<file path="config.mk">
export PLATFORM = sky130hd
export DESIGN_NAME = http_chunked_body_decoder_top_flat
export DESIGN_NICKNAME = d
export VERILOG_FILES = /design/src/sv/cbd_pkg.sv /design/src/sv/cbd_req_if.sv /design/src/sv/cbd_rsp_if.sv /design/src/sv/cbd_input_stage.sv /design/src/sv/cbd_parser.sv /design/src/sv/cbd_output_stage.sv /design/src/sv/http_chunked_body_decoder_top.sv /design/src/flat_wrapper.sv
export VERILOG_INCLUDE_DIRS = /design/src /design/src/sv
export SDC_FILE = /design/constraint.sdc
export NUM_CORES = 1
export LEC_CHECK = 0
export BUFFER_PORTS_ARGS = -buffer_cell sky130_fd_sc_hd__buf_2
export CAP_MARGIN = 40
export CORE_ASPECT_RATIO = 0.7
export CORE_MARGIN = 2
export CORE_UTILIZATION = 36
export DETAILED_ROUTE_END_ITERATION = 8
export SYNTH_ARGS = -nofsm -noshare
export SYNTH_HDL_FRONTEND = slang
export SYNTH_SLANG_ARGS = --single-unit
</file>
<file path="constraint.sdc">
create_clock -name clock -period 6 [get_ports clock]
set_clock_uncertainty 0.05 [all_clocks]
set_input_delay 1.2 -clock clock [delete_from_list [all_inputs] [get_ports clock]]
set_output_delay 1.2 -clock clock [all_outputs]
set_load 0.02 [all_outputs]
</file>
<file path="src/sv/assert_macros.svh">
`ifndef ASSERT_MACROS_SVH
`define ASSERT_MACROS_SVH

// Assertion macros for the decoder RTL. Each expects signals named
// clock and reset in the module that uses it.

// Checked on every rising edge except while reset is high.
`define CBD_ASSERT_CLK(label, prop, msg) \
   label: assert property (@(posedge clock) disable iff (reset) prop) else $error(msg);

// Checked on every rising edge, reset included.
`define CBD_ASSERT_ALWAYS(label, prop, msg) \
   label: assert property (@(posedge clock) prop) else $error(msg);

`endif

</file>
<file path="src/sv/cbd_pkg.sv">
`timescale 1ns / 1ps
`default_nettype none

package cbd_pkg;

   localparam int unsigned DefaultSizeDigits = 8;
   localparam int unsigned ByteW = 8;
   localparam int unsigned SizeW = 32;
   localparam int unsigned TrailBytes = 2;

   localparam logic [ByteW-1:0] CharCr = 8'h0d;
   localparam logic [ByteW-1:0] CharLf = 8'h0a;
   localparam logic [3:0] HexMask = 4'hf;
   localparam logic [4:0] HexLetterOffset = 5'd9;
   localparam logic [4:0] HexInvalid = 5'd16;

   typedef enum logic [2:0] {
      PH_SIZE  = 3'd0,
      PH_EXT   = 3'd1,
      PH_LF    = 3'd2,
      PH_DATA  = 3'd3,
      PH_TRAIL = 3'd4,
      PH_IDLE  = 3'd5
   } phase_type;

   typedef enum logic [1:0] {
      KIND_DATA = 2'd0,
      KIND_END  = 2'd1,
      KIND_OVF  = 2'd2
   } kind_type;

   typedef struct packed {
      logic [ByteW-1:0] in_byte;
      logic             body_start;
   } item_type;

   typedef struct packed {
      logic [ByteW-1:0] out_byte;
      kind_type         kind;
   } result_type;

   // Value 0..15 of a hex digit in either case, HexInvalid for any other byte.
   function automatic logic [4:0] hex_value(input logic [ByteW-1:0] b);
      logic [4:0] low;
      low = {1'b0, b[3:0] & HexMask};
      if (b >= 8'h30 && b <= 8'h39) begin
         return low;
      end else if ((b >= 8'h61 && b <= 8'h66) || (b >= 8'h41 && b <= 8'h46)) begin
         return low + HexLetterOffset;
      end else begin
         return HexInvalid;
      end
   endfunction

endpackage

`default_nettype wire

</file>
<file path="src/sv/cbd_req_if.sv">
`timescale 1ns / 1ps
`default_nettype none

interface cbd_req_if import cbd_pkg::*; ();
   logic             valid;
   logic             ready;
   logic [ByteW-1:0] in_byte;
   logic             body_start;

   modport source (output valid, output in_byte, output body_start, input ready);
   modport sink (input valid, input in_byte, input body_start, output ready);
endinterface

`default_nettype wire

</file>
<file path="src/sv/cbd_rsp_if.sv">
`timescale 1ns / 1ps
`default_nettype none

interface cbd_rsp_if import cbd_pkg::*; ();
   logic             valid;
   logic             ready;
   logic [ByteW-1:0] out_byte;
   logic [1:0]       kind;

   modport source (output valid, output out_byte, output kind, input ready);
   modport sink (input valid, input out_byte, input kind, output ready);
endinterface

`default_nettype wire

</file>
<file path="src/sv/cbd_input_stage.sv">
`timescale 1ns / 1ps
`default_nettype none

module cbd_input_stage import cbd_pkg::*; (
   input  wire logic clock,
   input  wire logic reset,
   cbd_req_if.sink   req,
   input  wire logic take,
   output logic      item_valid,
   output item_type  item
);

   logic     in_valid_ff;
   logic     in_valid_in;
   item_type item_ff;
   logic     load;

   // The register may refill in the same cycle that the parser drains it.
   assign req.ready = !in_valid_ff || take;
   assign load = req.valid && req.ready;
   assign in_valid_in = load || (in_valid_ff && !take);

   always_ff @(posedge clock) begin
      if (reset) begin
         in_valid_ff <= 1'b0;
      end else begin
         in_valid_ff <= in_valid_in;
      end
   end

   always_ff @(posedge clock) begin
      if (load) begin
         item_ff.in_byte <= req.in_byte;
         item_ff.body_start <= req.body_start;
      end
   end

   assign item_valid = in_valid_ff;
   assign item = item_ff;

endmodule

`default_nettype wire

</file>
<file path="src/sv/cbd_parser.sv">
`timescale 1ns / 1ps
`default_nettype none

`include "assert_macros.svh"

module cbd_parser import cbd_pkg::*; #(
   parameter int unsigned SIZE_DIGITS = DefaultSizeDigits
) (
   input  wire logic       clock,
   input  wire logic       reset,
   input  wire logic       item_valid,
   input  wire item_type   item,
   input  wire logic       out_free,
   output logic            take,
   output logic            res_load,
   output result_type      res
);

   localparam int unsigned CntMax = (SIZE_DIGITS > TrailBytes) ? SIZE_DIGITS : TrailBytes;
   localparam int unsigned CntW = $clog2(CntMax + 1);

   phase_type        phase_ff, phase_in;
   logic [SizeW-1:0] rem_ff, rem_in;
   logic [CntW-1:0]  cnt_ff, cnt_in;

   phase_type        phase_cur;
   logic [SizeW-1:0] rem_cur;
   logic [CntW-1:0]  cnt_cur;
   logic [CntW-1:0]  cnt_dec;
   logic [4:0]       digit;
   logic             res_valid;

   // Next state and result for the item in the input register. A start flag
   // restarts the size line before the byte itself is looked at.
   always_comb begin
      phase_cur = item.body_start ? PH_SIZE : phase_ff;
      rem_cur = item.body_start ? '0 : rem_ff;
      cnt_cur = item.body_start ? '0 : cnt_ff;
      digit = hex_value(item.in_byte);
      cnt_dec = cnt_cur - CntW'(cnt_cur != '0);

      phase_in = phase_cur;
      rem_in = rem_cur;
      cnt_in = cnt_cur;
      res_valid = 1'b0;
      res.out_byte = '0;
      res.kind = KIND_DATA;

      case (phase_cur)
         PH_SIZE: begin
            if (item.in_byte == CharCr) begin
               phase_in = PH_LF;
            end else if (digit != HexInvalid) begin
               if (cnt_cur >= CntW'(SIZE_DIGITS)) begin
                  phase_in = PH_IDLE;
                  res_valid = 1'b1;
                  res.kind = KIND_OVF;
               end else begin
                  rem_in = {rem_cur[SizeW-5:0], digit[3:0]};
                  cnt_in = cnt_cur + CntW'(1);
               end
            end else begin
               phase_in = PH_EXT;
            end
         end
         PH_EXT: begin
            if (item.in_byte == CharCr) begin
               phase_in = PH_LF;
            end
         end
         PH_LF: begin
            if (item.in_byte == CharLf) begin
               if (rem_cur != '0) begin
                  phase_in = PH_DATA;
               end else begin
                  phase_in = PH_IDLE;
                  res_valid = 1'b1;
                  res.kind = KIND_END;
               end
            end else if (item.in_byte != CharCr) begin
               phase_in = PH_EXT;
            end
         end
         PH_DATA: begin
            res_valid = 1'b1;
            res.out_byte = item.in_byte;
            rem_in = rem_cur - SizeW'(1);
            if (rem_cur == SizeW'(1)) begin
               phase_in = PH_TRAIL;
               cnt_in = CntW'(TrailBytes);
            end
         end
         PH_TRAIL: begin
            if (cnt_dec == '0) begin
               phase_in = PH_SIZE;
               rem_in = '0;
               cnt_in = '0;
            end else begin
               cnt_in = cnt_dec;
            end
         end
         default: begin
         end
      endcase
   end

   assign take = item_valid && (!res_valid || out_free);
   assign res_load = take && res_valid;

   always_ff @(posedge clock) begin
      if (reset) begin
         phase_ff <= PH_SIZE;
         rem_ff <= '0;
         cnt_ff <= '0;
      end else if (take) begin
         phase_ff <= phase_in;
         rem_ff <= rem_in;
         cnt_ff <= cnt_in;
      end
   end

   `CBD_ASSERT_ALWAYS(a_reset_to_size, reset |=> (phase_ff == PH_SIZE && cnt_ff == '0), "reset did not return the parser to the size line")
   `CBD_ASSERT_CLK(a_data_left, (phase_ff == PH_DATA) |-> (rem_ff != '0), "data phase with no bytes left")
   `CBD_ASSERT_CLK(a_trail_count, (phase_ff == PH_TRAIL) |-> (cnt_ff == CntW'(1) || cnt_ff == CntW'(TrailBytes)), "trailer skip count out of range")
   `CBD_ASSERT_CLK(a_count_bound, cnt_ff <= CntW'(CntMax), "digit count beyond its limit")

endmodule

`default_nettype wire

</file>
<file path="src/sv/cbd_output_stage.sv">
`timescale 1ns / 1ps
`default_nettype none

module cbd_output_stage import cbd_pkg::*; (
   input  wire logic       clock,
   input  wire logic       reset,
   input  wire logic       res_load,
   input  wire result_type res,
   output logic            out_free,
   cbd_rsp_if.source       rsp
);

   logic       out_valid_ff;
   logic       out_valid_in;
   result_type res_ff;

   assign out_free = !out_valid_ff || rsp.ready;
   assign out_valid_in = res_load || (out_valid_ff && !rsp.ready);

   always_ff @(posedge clock) begin
      if (reset) begin
         out_valid_ff <= 1'b0;
      end else begin
         out_valid_ff <= out_valid_in;
      end
   end

   always_ff @(posedge clock) begin
      if (res_load) begin
         res_ff <= res;
      end
   end

   assign rsp.valid = out_valid_ff;
   assign rsp.out_byte = res_ff.out_byte;
   assign rsp.kind = res_ff.kind;

endmodule

`default_nettype wire

</file>
<file path="src/sv/http_chunked_body_decoder_top.sv">
// Flow: a byte taken in a req transfer is decoded from the input register; its result,
// if any, is loaded into the result register and leaves from there in an rsp transfer.
// Throughput: one byte per cycle, set by the single parse step between the input
// register and the result register; a stalled result holds only bytes that give results.
// Reset (synchronous, active high) empties both registers and puts the parser
// at the start of a chunk size line with a zero size and digit count.
`timescale 1ns / 1ps
`default_nettype none

module http_chunked_body_decoder_top import cbd_pkg::*; #(
   parameter int unsigned SIZE_DIGITS = DefaultSizeDigits
) (
   input  wire logic clock,
   input  wire logic reset,
   cbd_req_if.sink   req_ch,
   cbd_rsp_if.source rsp_ch
);

   // The input register holds one body byte and its start flag. It accepts a
   // new transfer whenever it is empty or its byte moves on in the same cycle.
   logic       item_valid;
   item_type   item;

   // Handshake between the parser and the result register. A byte that gives
   // no result (size digits, extension, line ends, trailer, idle discard)
   // moves on even while the result register is full and stalled.
   logic       take;
   logic       res_load;
   logic       out_free;
   result_type res;

   cbd_input_stage u_input (
      .clock      (clock),
      .reset      (reset),
      .req        (req_ch),
      .take       (take),
      .item_valid (item_valid),
      .item       (item)
   );

   // The parser keeps the phase, the chunk size or remaining byte count, and
   // the digit or trailer count, and updates them once per byte.
   cbd_parser #(
      .SIZE_DIGITS (SIZE_DIGITS)
   ) u_parser (
      .clock      (clock),
      .reset      (reset),
      .item_valid (item_valid),
      .item       (item),
      .out_free   (out_free),
      .take       (take),
      .res_load   (res_load),
      .res        (res)
   );

   // The result register presents payload bytes, the end-of-body mark and the
   // size overflow mark, and holds them until the rsp transfer completes.
   cbd_output_stage u_output (
      .clock    (clock),
      .reset    (reset),
      .res_load (res_load),
      .res      (res),
      .out_free (out_free),
      .rsp      (rsp_ch)
   );

endmodule

`default_nettype wire

</file>
<file path="src/flat_wrapper.sv">
// flat-port wrapper written by rule: the top's interface ports become plain ports
module http_chunked_body_decoder_top_flat import cbd_pkg::*;
#(
   parameter int unsigned SIZE_DIGITS = DefaultSizeDigits
)
  (clock, reset, req_ch_valid, req_ch_in_byte, req_ch_body_start, req_ch_ready, rsp_ch_valid, rsp_ch_out_byte, rsp_ch_kind, rsp_ch_ready);
  cbd_req_if req_ch_i ();
  cbd_rsp_if rsp_ch_i ();
  input  wire logic clock;
  input  wire logic reset;
  input wire logic [$bits(req_ch_i.valid)-1:0] req_ch_valid;
  input wire logic [$bits(req_ch_i.in_byte)-1:0] req_ch_in_byte;
  input wire logic [$bits(req_ch_i.body_start)-1:0] req_ch_body_start;
  output wire logic [$bits(req_ch_i.ready)-1:0] req_ch_ready;
  output wire logic [$bits(rsp_ch_i.valid)-1:0] rsp_ch_valid;
  output wire logic [$bits(rsp_ch_i.out_byte)-1:0] rsp_ch_out_byte;
  output wire logic [$bits(rsp_ch_i.kind)-1:0] rsp_ch_kind;
  input wire logic [$bits(rsp_ch_i.ready)-1:0] rsp_ch_ready;
  assign req_ch_i.valid = req_ch_valid;
  assign req_ch_i.in_byte = req_ch_in_byte;
  assign req_ch_i.body_start = req_ch_body_start;
  assign req_ch_ready = req_ch_i.ready;
  assign rsp_ch_valid = rsp_ch_i.valid;
  assign rsp_ch_out_byte = rsp_ch_i.out_byte;
  assign rsp_ch_kind = rsp_ch_i.kind;
  assign rsp_ch_i.ready = rsp_ch_ready;
  http_chunked_body_decoder_top #(.SIZE_DIGITS(SIZE_DIGITS)) u_core (.clock(clock), .reset(reset), .req_ch(req_ch_i), .rsp_ch(rsp_ch_i));
endmodule
</file>
Yosys cells after proc, flatten, opt, wreduce, memory -nomap -nowiden
Index checks and enable logic that the tools add are counted.
{"block": "word_totals", "mem_bits_ro": 0, "inputBits": 13, "latch_bits": 0, "ram_bits": 0, "memories": 0, "wordCells": 90, "ff_bits": 60, "out_inout_bits": 12}
{"block": "classes", "reduce_logical": 23, "n_eq_ne": 9, "div_mod_pow": 0, "shifts": 0, "n_lt_le_gt_ge": 7, "bitwise": 0, "mux": 38, "n_mul": 0, "n_addsub": 4}
{"cell": "2-to-1 mux 32 bit", "count": 5}
{"cell": "case mux 32 bit (3 select lines)", "count": 1}
{"cell": "equality test 32 x 1 -> 1 bit, second input constant", "count": 1}
{"cell": "nonzero test 32 bit", "count": 1}
{"cell": "subtractor 32 x 1 -> 32 bit, second input constant", "count": 1}
{"cell": "2-to-1 mux 3 bit", "count": 10}
{"cell": "2-to-1 mux 4 bit", "count": 6}
{"cell": "equality test 8 x 4 -> 1 bit, second input constant", "count": 2}
{"cell": "greater-or-equal comparator 8 x 7 -> 1 bit, second input constant", "count": 2}
{"cell": "less-or-equal comparator 8 x 7 -> 1 bit, second input constant", "count": 2}
{"cell": "case mux 3 bit (5 select lines)", "count": 1}
{"cell": "case mux 4 bit (3 select lines)", "count": 1}
{"cell": "2-to-1 mux 5 bit", "count": 2}
{"cell": "greater-or-equal comparator 8 x 6 -> 1 bit, second input constant", "count": 1}
{"cell": "less-or-equal comparator 8 x 6 -> 1 bit, second input constant", "count": 1}
{"cell": "logical AND 1 bit", "count": 8}
{"cell": "!= test 8 x 4 -> 1 bit, second input constant", "count": 1}
{"cell": "2-to-1 mux 1 bit", "count": 7}
{"cell": "equality test 3 x 2 -> 1 bit, second input constant", "count": 2}
{"cell": "logical OR 1 bit", "count": 6}
{"cell": "2-to-1 mux 2 bit", "count": 3}
{"cell": "adder 4 x 4 -> 5 bit, second input constant", "count": 1}
{"cell": "zero test 1 bit", "count": 5}
{"cell": "!= test 5 bit, second input constant", "count": 1}
{"cell": "other kinds (10)", "count": 10}

Logic depth before layout (Yosys ltp)
{"block": "logic_depth", "depth_word": 15, "ltp_mapped": 17, "depth_no_buf": 13}

Modules after synthesis
From an unflattened synthesis, not the netlist that was laid out.
{"block": "hier_totals", "cells_unflattened": 537, "hier_area_um2": 4290.4}
{"module": "cbd_parser", "cells_each": 509, "seq_area_each_um2": 780.7, "n_inst": 1, "area_each_um2": 3618.5}
{"module": "cbd_output_stage", "cells_each": 14, "seq_area_each_um2": 320.3, "n_inst": 1, "area_each_um2": 346.6}
{"module": "cbd_input_stage", "cells_each": 14, "seq_area_each_um2": 290.3, "n_inst": 1, "area_each_um2": 325.3}

Worst setup path before layout
OpenSTA, ideal clock, no wires.
{"block": "synth_timing", "kind": "flip-flop to output port", "startpoint": "register u_core.u_input.item_ff (netlist bit u_core.u_input.item[0])", "endpoint": "output port req_ch_ready", "required_ns": 4.750, "n_path_buf": 4, "arrival_time_ns": 2.569, "path_stages_with_launch": 12, "slack_ns": 2.181, "cell_sequence": "edfxtp_1 -> inv_1 -> clkbuf_1 -> clkbuf_1 -> clkbuf_1 -> nand2_1 -> ha_1 -> clkbuf_1 -> nand2_1 -> o41a_1 -> o211ai_2 -> nand3_1"}
{"block": "synth_between", "elab_chain_len": 10, "word_cells_on_any_way": 18, "cone_classes": "order compare (1); eq/ne (2); mux (9); reduce/logical (6)"}
{"item": "start: declaration", "line_no": "cbd_input_stage.sv:15", "text": "item_type item_ff;"}
{"item": "2-to-1 mux 4 bit", "line_no": "cbd_parser.sv:38", "text": "cnt_cur = item.body_start ? '0 : cnt_ff;"}
{"item": "greater-or-equal comparator 4 bit", "line_no": "cbd_parser.sv:54", "text": "if (cnt_cur >= CntW'(SIZE_DIGITS)) begin"}
{"item": "2-to-1 mux 1 bit", "line_no": "cbd_parser.sv:54"}
{"item": "2-to-1 mux 1 bit", "line_no": "cbd_parser.sv:53", "text": "end else if (digit != HexInvalid) begin"}
{"item": "2-to-1 mux 1 bit", "line_no": "cbd_parser.sv:51", "text": "if (item.in_byte == CharCr) begin"}
{"item": "case mux 1 bit (3 select lines) (*)", "line_no": "cbd_parser.sv:49", "text": "case (phase_cur)"}
{"item": "zero test 1 bit (*)", "line_no": "cbd_parser.sv:107", "text": "assign take = item_valid && (!res_valid || out_free);"}
{"item": "logical OR 1 bit (*)", "line_no": "cbd_parser.sv:107"}
{"item": "logical AND 1 bit (*)", "line_no": "cbd_parser.sv:107"}
{"item": "logical OR 1 bit (*)", "line_no": "cbd_input_stage.sv:19", "text": "assign req.ready = !in_valid_ff || take;"}
{"item": "end: declaration", "line_no": "flat_wrapper.sv:14", "text": "output wire logic [$bits(req_ch_i.ready)-1:0] req_ch_ready;"}
Every way passes the cells marked *; elsewhere a longest branch is shown, timed or not.

Worst setup path in the final report
{"block": "layout_timing", "startpoint": "register u_core.u_parser.rem_ff[19]", "endpoint": "output port req_ch_ready"}
{"block": "layout_between", "elab_chain_len": 9}
{"item": "start: declaration", "line_no": "cbd_parser.sv:23", "text": "logic [SizeW-1:0] rem_ff, rem_in;"}
{"item": "start signal: assignment", "line_no": "cbd_parser.sv:117", "text": "rem_ff <= rem_in;"}
{"item": "2-to-1 mux 32 bit", "line_no": "cbd_parser.sv:37", "text": "rem_cur = item.body_start ? '0 : rem_ff;"}
{"item": "nonzero test 32 bit", "line_no": "cbd_parser.sv:73", "text": "if (rem_cur != '0) begin"}
{"item": "2-to-1 mux 1 bit", "line_no": "cbd_parser.sv:73"}
{"item": "2-to-1 mux 1 bit", "line_no": "cbd_parser.sv:72", "text": "if (item.in_byte == CharLf) begin"}
{"item": "case mux 1 bit (3 select lines)", "line_no": "cbd_parser.sv:49"}
{"item": "zero test 1 bit", "line_no": "cbd_parser.sv:107"}
{"item": "logical OR 1 bit", "line_no": "cbd_parser.sv:107"}
{"item": "logical AND 1 bit", "line_no": "cbd_parser.sv:107"}
{"item": "logical OR 1 bit", "line_no": "cbd_input_stage.sv:19"}
No other way between the ends.

==> results <==
- TritonCTS built the clock tree.
- The area of the die is 12,800 µm².
- The first global-routing pass estimated between 20 and 25 mm of wire.
- The number of cells on the worst reg-to-reg path is 14.
- The vias per cell is 6.37.
- After routing, the total negative slack on setup checks comes to 0 ns.
- The number of endpoints with negative hold slack in the final report is 0.
- For this design the ratio of total power to cell area is 244 nW/µm².
- In this run, the number of DRC markers left after iteration 0 of detailed routing was between 500 and 600.
- During placement, the flow inserted port buffers numbering 24.
- Once layout is done, the placed cells without fillers occupy 4810 µm².
- The die width is 134 µm.
- The top-level I/O count is 25.
- For the worst setup path, the data required time is 4.75 ns.
- In this run the tightest slew margin relative to its limit is 35.3%.
- The share of synthesized area occupied by flip-flops and latches is between 30 and 40%.
- The average wire length per cell after detail routing is roughly 20 µm.
- The worst-case setup slack after placement is between 2 and 2.5 ns.
- The kind of path behind the tightest hold check is reg2reg.
- The number of design rule violations left after detail routing is 0.
- The number of cells upsized or downsized after cts is 0.
- The starting density of the core is between 30% and 40%.
- Setup violations remaining at the end of the flow were counted as 0.
- For flop-to-flop paths, the worst setup slack is 2.07 ns.
- After detailed placement, the total cell area comes to 4510 µm².
- The die is roughly 95 µm tall.
- In this run the biggest area consumer among cell types represents between 10% and 20% of the synthesized area.
- The final clock period utilization by the worst path is 69.4%.
- The detailed router placed about 4,500 vias in this run.
- The number of global-route vias before repair is 4,147.
- The cell sitting at the root of the clock tree is a sky130_fd_sc_hd__clkbuf_16.
- During synthesis, Yosys emitted a total of 0 warnings.
- Along the worst path, the maximum fanout reaches 9.
- The number of antenna violations at the first check in global routing is 0.
- Sorting the synthesized cells by area gives the leading types as sky130_fd_sc_hd__dfxtp_1 (19%), sky130_fd_sc_hd__edfxtp_1 (13%), sky130_fd_sc_hd__o21ai_0 (4.8%).
- The beginning of the worst register-to-register path is u_core.u_input.item[0].
- The number of enable flip-flop cells after synthesis is 19.
- After floorplanning, the core was divided into 33 placement rows.
- The clock reaches the later pin of the worst-skew pair after 0.34 ns.
- The cell taking the most area after synthesis is sky130_fd_sc_hd__dfxtp_1.
- The H-tree generated during clock tree synthesis spans 3 levels.
- The worst hold path begins at u_core.u_parser.rem_ff[31].
- The number of antenna-violating nets in the routed design is 0.
- The slew at the pin closest to its max-slew limit is between 0.9 and 1 ns.
- The number of standard cells after synthesis is ~540.
- The path with the worst hold slack has its endpoint at u_core.u_parser.rem_ff[31].
- The number of clock sinks is 60.
- The clock slew at the register clock pins of the worst setup and hold paths is approximately 0.050 ns.
- The prevailing post-synth register cell is sky130_fd_sc_hd__dfxtp_1.
- The flow ran to the end, and the final reports show no timing, DRC or antenna violations.
- Counting along the longest clock path gives a buffer depth of 2.
- Clock tree synthesis inserted a total of 9 buffers.
- In the post-synthesis netlist, the cell with the most instances is sky130_fd_sc_hd__nor2_1.
- In the post-route analysis, the smallest setup slack over all paths is between 1.5 and 2 ns.
- The worst path needs 4.17 ns of the cycle, external delays included.
- Once layout is complete, the utilization of the core stands at 41.3%.
- The repair_antennas step left the layout with diodes totalling 0.
- The post-synthesis async set-or-reset flop share is 0%.
- Before antenna repair, the detailed router went through 5 iterations.
- STA classifies the critical path startpoint as a register.
- VDD sags by at most 0.131 mV.
- The final worst hold slack is 0.479 ns.
- Of the cells placed in the final design, the portion with a size suffix greater than 1 is 12.3%.
- The area overhead of the layout relative to synthesis is 12.4%.
- The congestion estimate from routability-driven global placement came to 0.935.
- For this run, the total global-route usage over all layers was measured as between 20% and 30%.
- The number of flip-flops and latches in the synthesized netlist is 60.
- The average instance area after synthesis is 7.87 µm².
- Setup repair after global routing left no endpoint under its margin.
- Across the run, the number of max-cap violations was 0.
- The maximum achievable frequency is between 0.2 and 0.25 GHz.
- Summed over all cells, the static leakage comes to 1.74 nW.
- Summing every instance area after synthesis gives 4280 µm².
- Wires add up to 14.3 mm.
- At the worst endpoint, the arrival time is 2.92 ns.
- The hold buffer count at CTS is 0.
- The path type of the worst setup path is reg2out.
- The total congestion overflow is 0.
- The worst hold path passes through 2 cells.
- The net count after synthesis is 567.
- The core box area is 11,600 µm².
- The end of the worst register-to-register path is u_core.u_parser.rem_ff[4].
- Detailed placement ended at an HPWL of 9.58 mm.
- Entering global routing, the biggest net connects 43 pins.
- The number of distinct standard cells referenced by the synthesized netlist is 72.
- The max-slew violation count is 0.
- The number of nets in the finished design is 573.
- STA classifies the critical path endpoint as a primary output.
- The commonest cells after synthesis are sky130_fd_sc_hd__nor2_1 (53), sky130_fd_sc_hd__nand2_1 (48), sky130_fd_sc_hd__dfxtp_1 (41), sky130_fd_sc_hd__o21ai_0 (41), sky130_fd_sc_hd__a21oi_1 (39).
- The post-CTS setup repair buffer count is 0.
## report_power, final
group | leakage, nW | switching, W | internal, W | total (W)
logic | 1.10 | 0.000129 | 0.0000648 | 0.000193
clock network | 0.144 | 0.000183 | 0.000345 | 0.000528
registers | 0.495 | 0.0000205 | 0.000431 | 0.000451
total | 1.74 | 0.000332 | 0.000840 | 0.00117
## per-stage QoR
| stage | total power, W | cells |
|---|---|---|
| 5_1_grt | 0.00121 | 712 |
| 3_3_place_gp | 0.000643 | 693 |
| 3_5_place_dp | 0.000643 | 696 |
| 6_report | 0.00117 | 712 |
| 2_1_floorplan | 0.000584 | 544 |
| 4_1_cts | 0.00117 | 712 |
## how the worst max path moves through the flow
stage | from | endpoint | slack (ns) | cells after the start
global route | u_core.u_input.item[0] | req_ch_ready | 1.65 | 9
CTS | u_core.u_parser.rem_ff[19] | req_ch_ready | 1.85 | 6
global placement | u_core.u_input.item[0] | u_core.u_parser.rem_ff[9] | 2.15 | 14
detailed placement | u_core.u_input.item[0] | u_core.u_parser.rem_ff[9] | 2.20 | 14
finish | u_core.u_parser.rem_ff[19] | req_ch_ready | 1.83 | 6
floorplan | u_core.u_input.item[0] | req_ch_ready | 2.18 | 11
## flip-flops by register name (all words and copies together) (netlist names)
| register | cells |
|---|---|
| u_core.u_input.item | 9 |
| u_core.u_input.item_valid | 1 |
| u_core.u_output.rsp.kind | 2 |
| u_core.u_output.rsp.out_byte | 8 |
| u_core.u_output.rsp.valid | 1 |
| u_core.u_parser.cnt_ff | 4 |
| u_core.u_parser.phase_ff | 3 |
| u_core.u_parser.rem_ff | 32 |
## area by class of cell
| cell class | instances | area (µm²) |
|---|---|---|
| Clock inverter | 1 | 30.0 |
| Timing Repair Buffer | 37 | 219 |
| Tap cell | 157 | 196 |
| Fill cell | 1172 | 6840 |
| Sequential cell | 60 | 1390 |
| Multi-Input combinational cell | 427 | 2650 |
| Inverter | 15 | 56.3 |
| Clock buffer | 15 | 268 |
## cell usage in the layout (no fill, tap or decap), drive strengths merged, types with 5 or more instances in the layout
| master | n |
|---|---|
| nor2 | 53 |
| buf | 37 |
| a22o | 7 |
| nor4 | 10 |
| o22ai | 12 |
| a211oi | 5 |
| edfxtp | 19 |
| dfxtp | 41 |
| a21oi | 40 |
| a22oi | 6 |
| a41oi | 5 |
| nor3 | 27 |
| mux2i | 10 |
| ha | 10 |
| and2 | 10 |
| a31oi | 10 |
| nand2 | 48 |
| or3 | 7 |
| a21o | 7 |
| nor2b | 5 |
| and3 | 6 |
| nand3 | 13 |
| or4 | 5 |
| a311oi | 6 |
| clkbuf | 15 |
| o21ai | 51 |
| inv | 15 |
| o211ai | 6 |
## logic make-up (layout without fill, tap and decap cells)
group / count (synthesis) / after routing / synth area share [%]
xor gates and xnor gates: 7 / 7 / 1.43
muxes: 11 / 11 / 2.60
AOI/OAI and AO/OA: 198 / 198 / 31.7
adders and majority gates: 10 / 10 / 2.92
DFF: 60 / 60 / 32.5
and+or+nand+nor: 201 / 201 / 23.2
buffers and inverters: 57 / 68 / 5.61
## routing by layer
metal | track usage, % | routed length, µm | vias to the layer above
li1 | - | - | 2085
met1 | 33.4 | 6400 | 2088
met2 | 32.9 | 5750 | 323
met3 | 6.01 | 1760 | 36
met4 | 8.42 | 371 | 0
met5 | 0 | 0 | -
## critical path: stages, from the launching register on
cell                       delay (ns)
sky130_fd_sc_hd__dfxtp_1         0.39
sky130_fd_sc_hd__or4_4           0.58
sky130_fd_sc_hd__or3_1           0.41
sky130_fd_sc_hd__or4_4           0.58
sky130_fd_sc_hd__o211ai_2        0.28
sky130_fd_sc_hd__nand3_1         0.14
sky130_fd_sc_hd__buf_2           0.19
No activity file was read; power rests on OpenSTA's default activity.
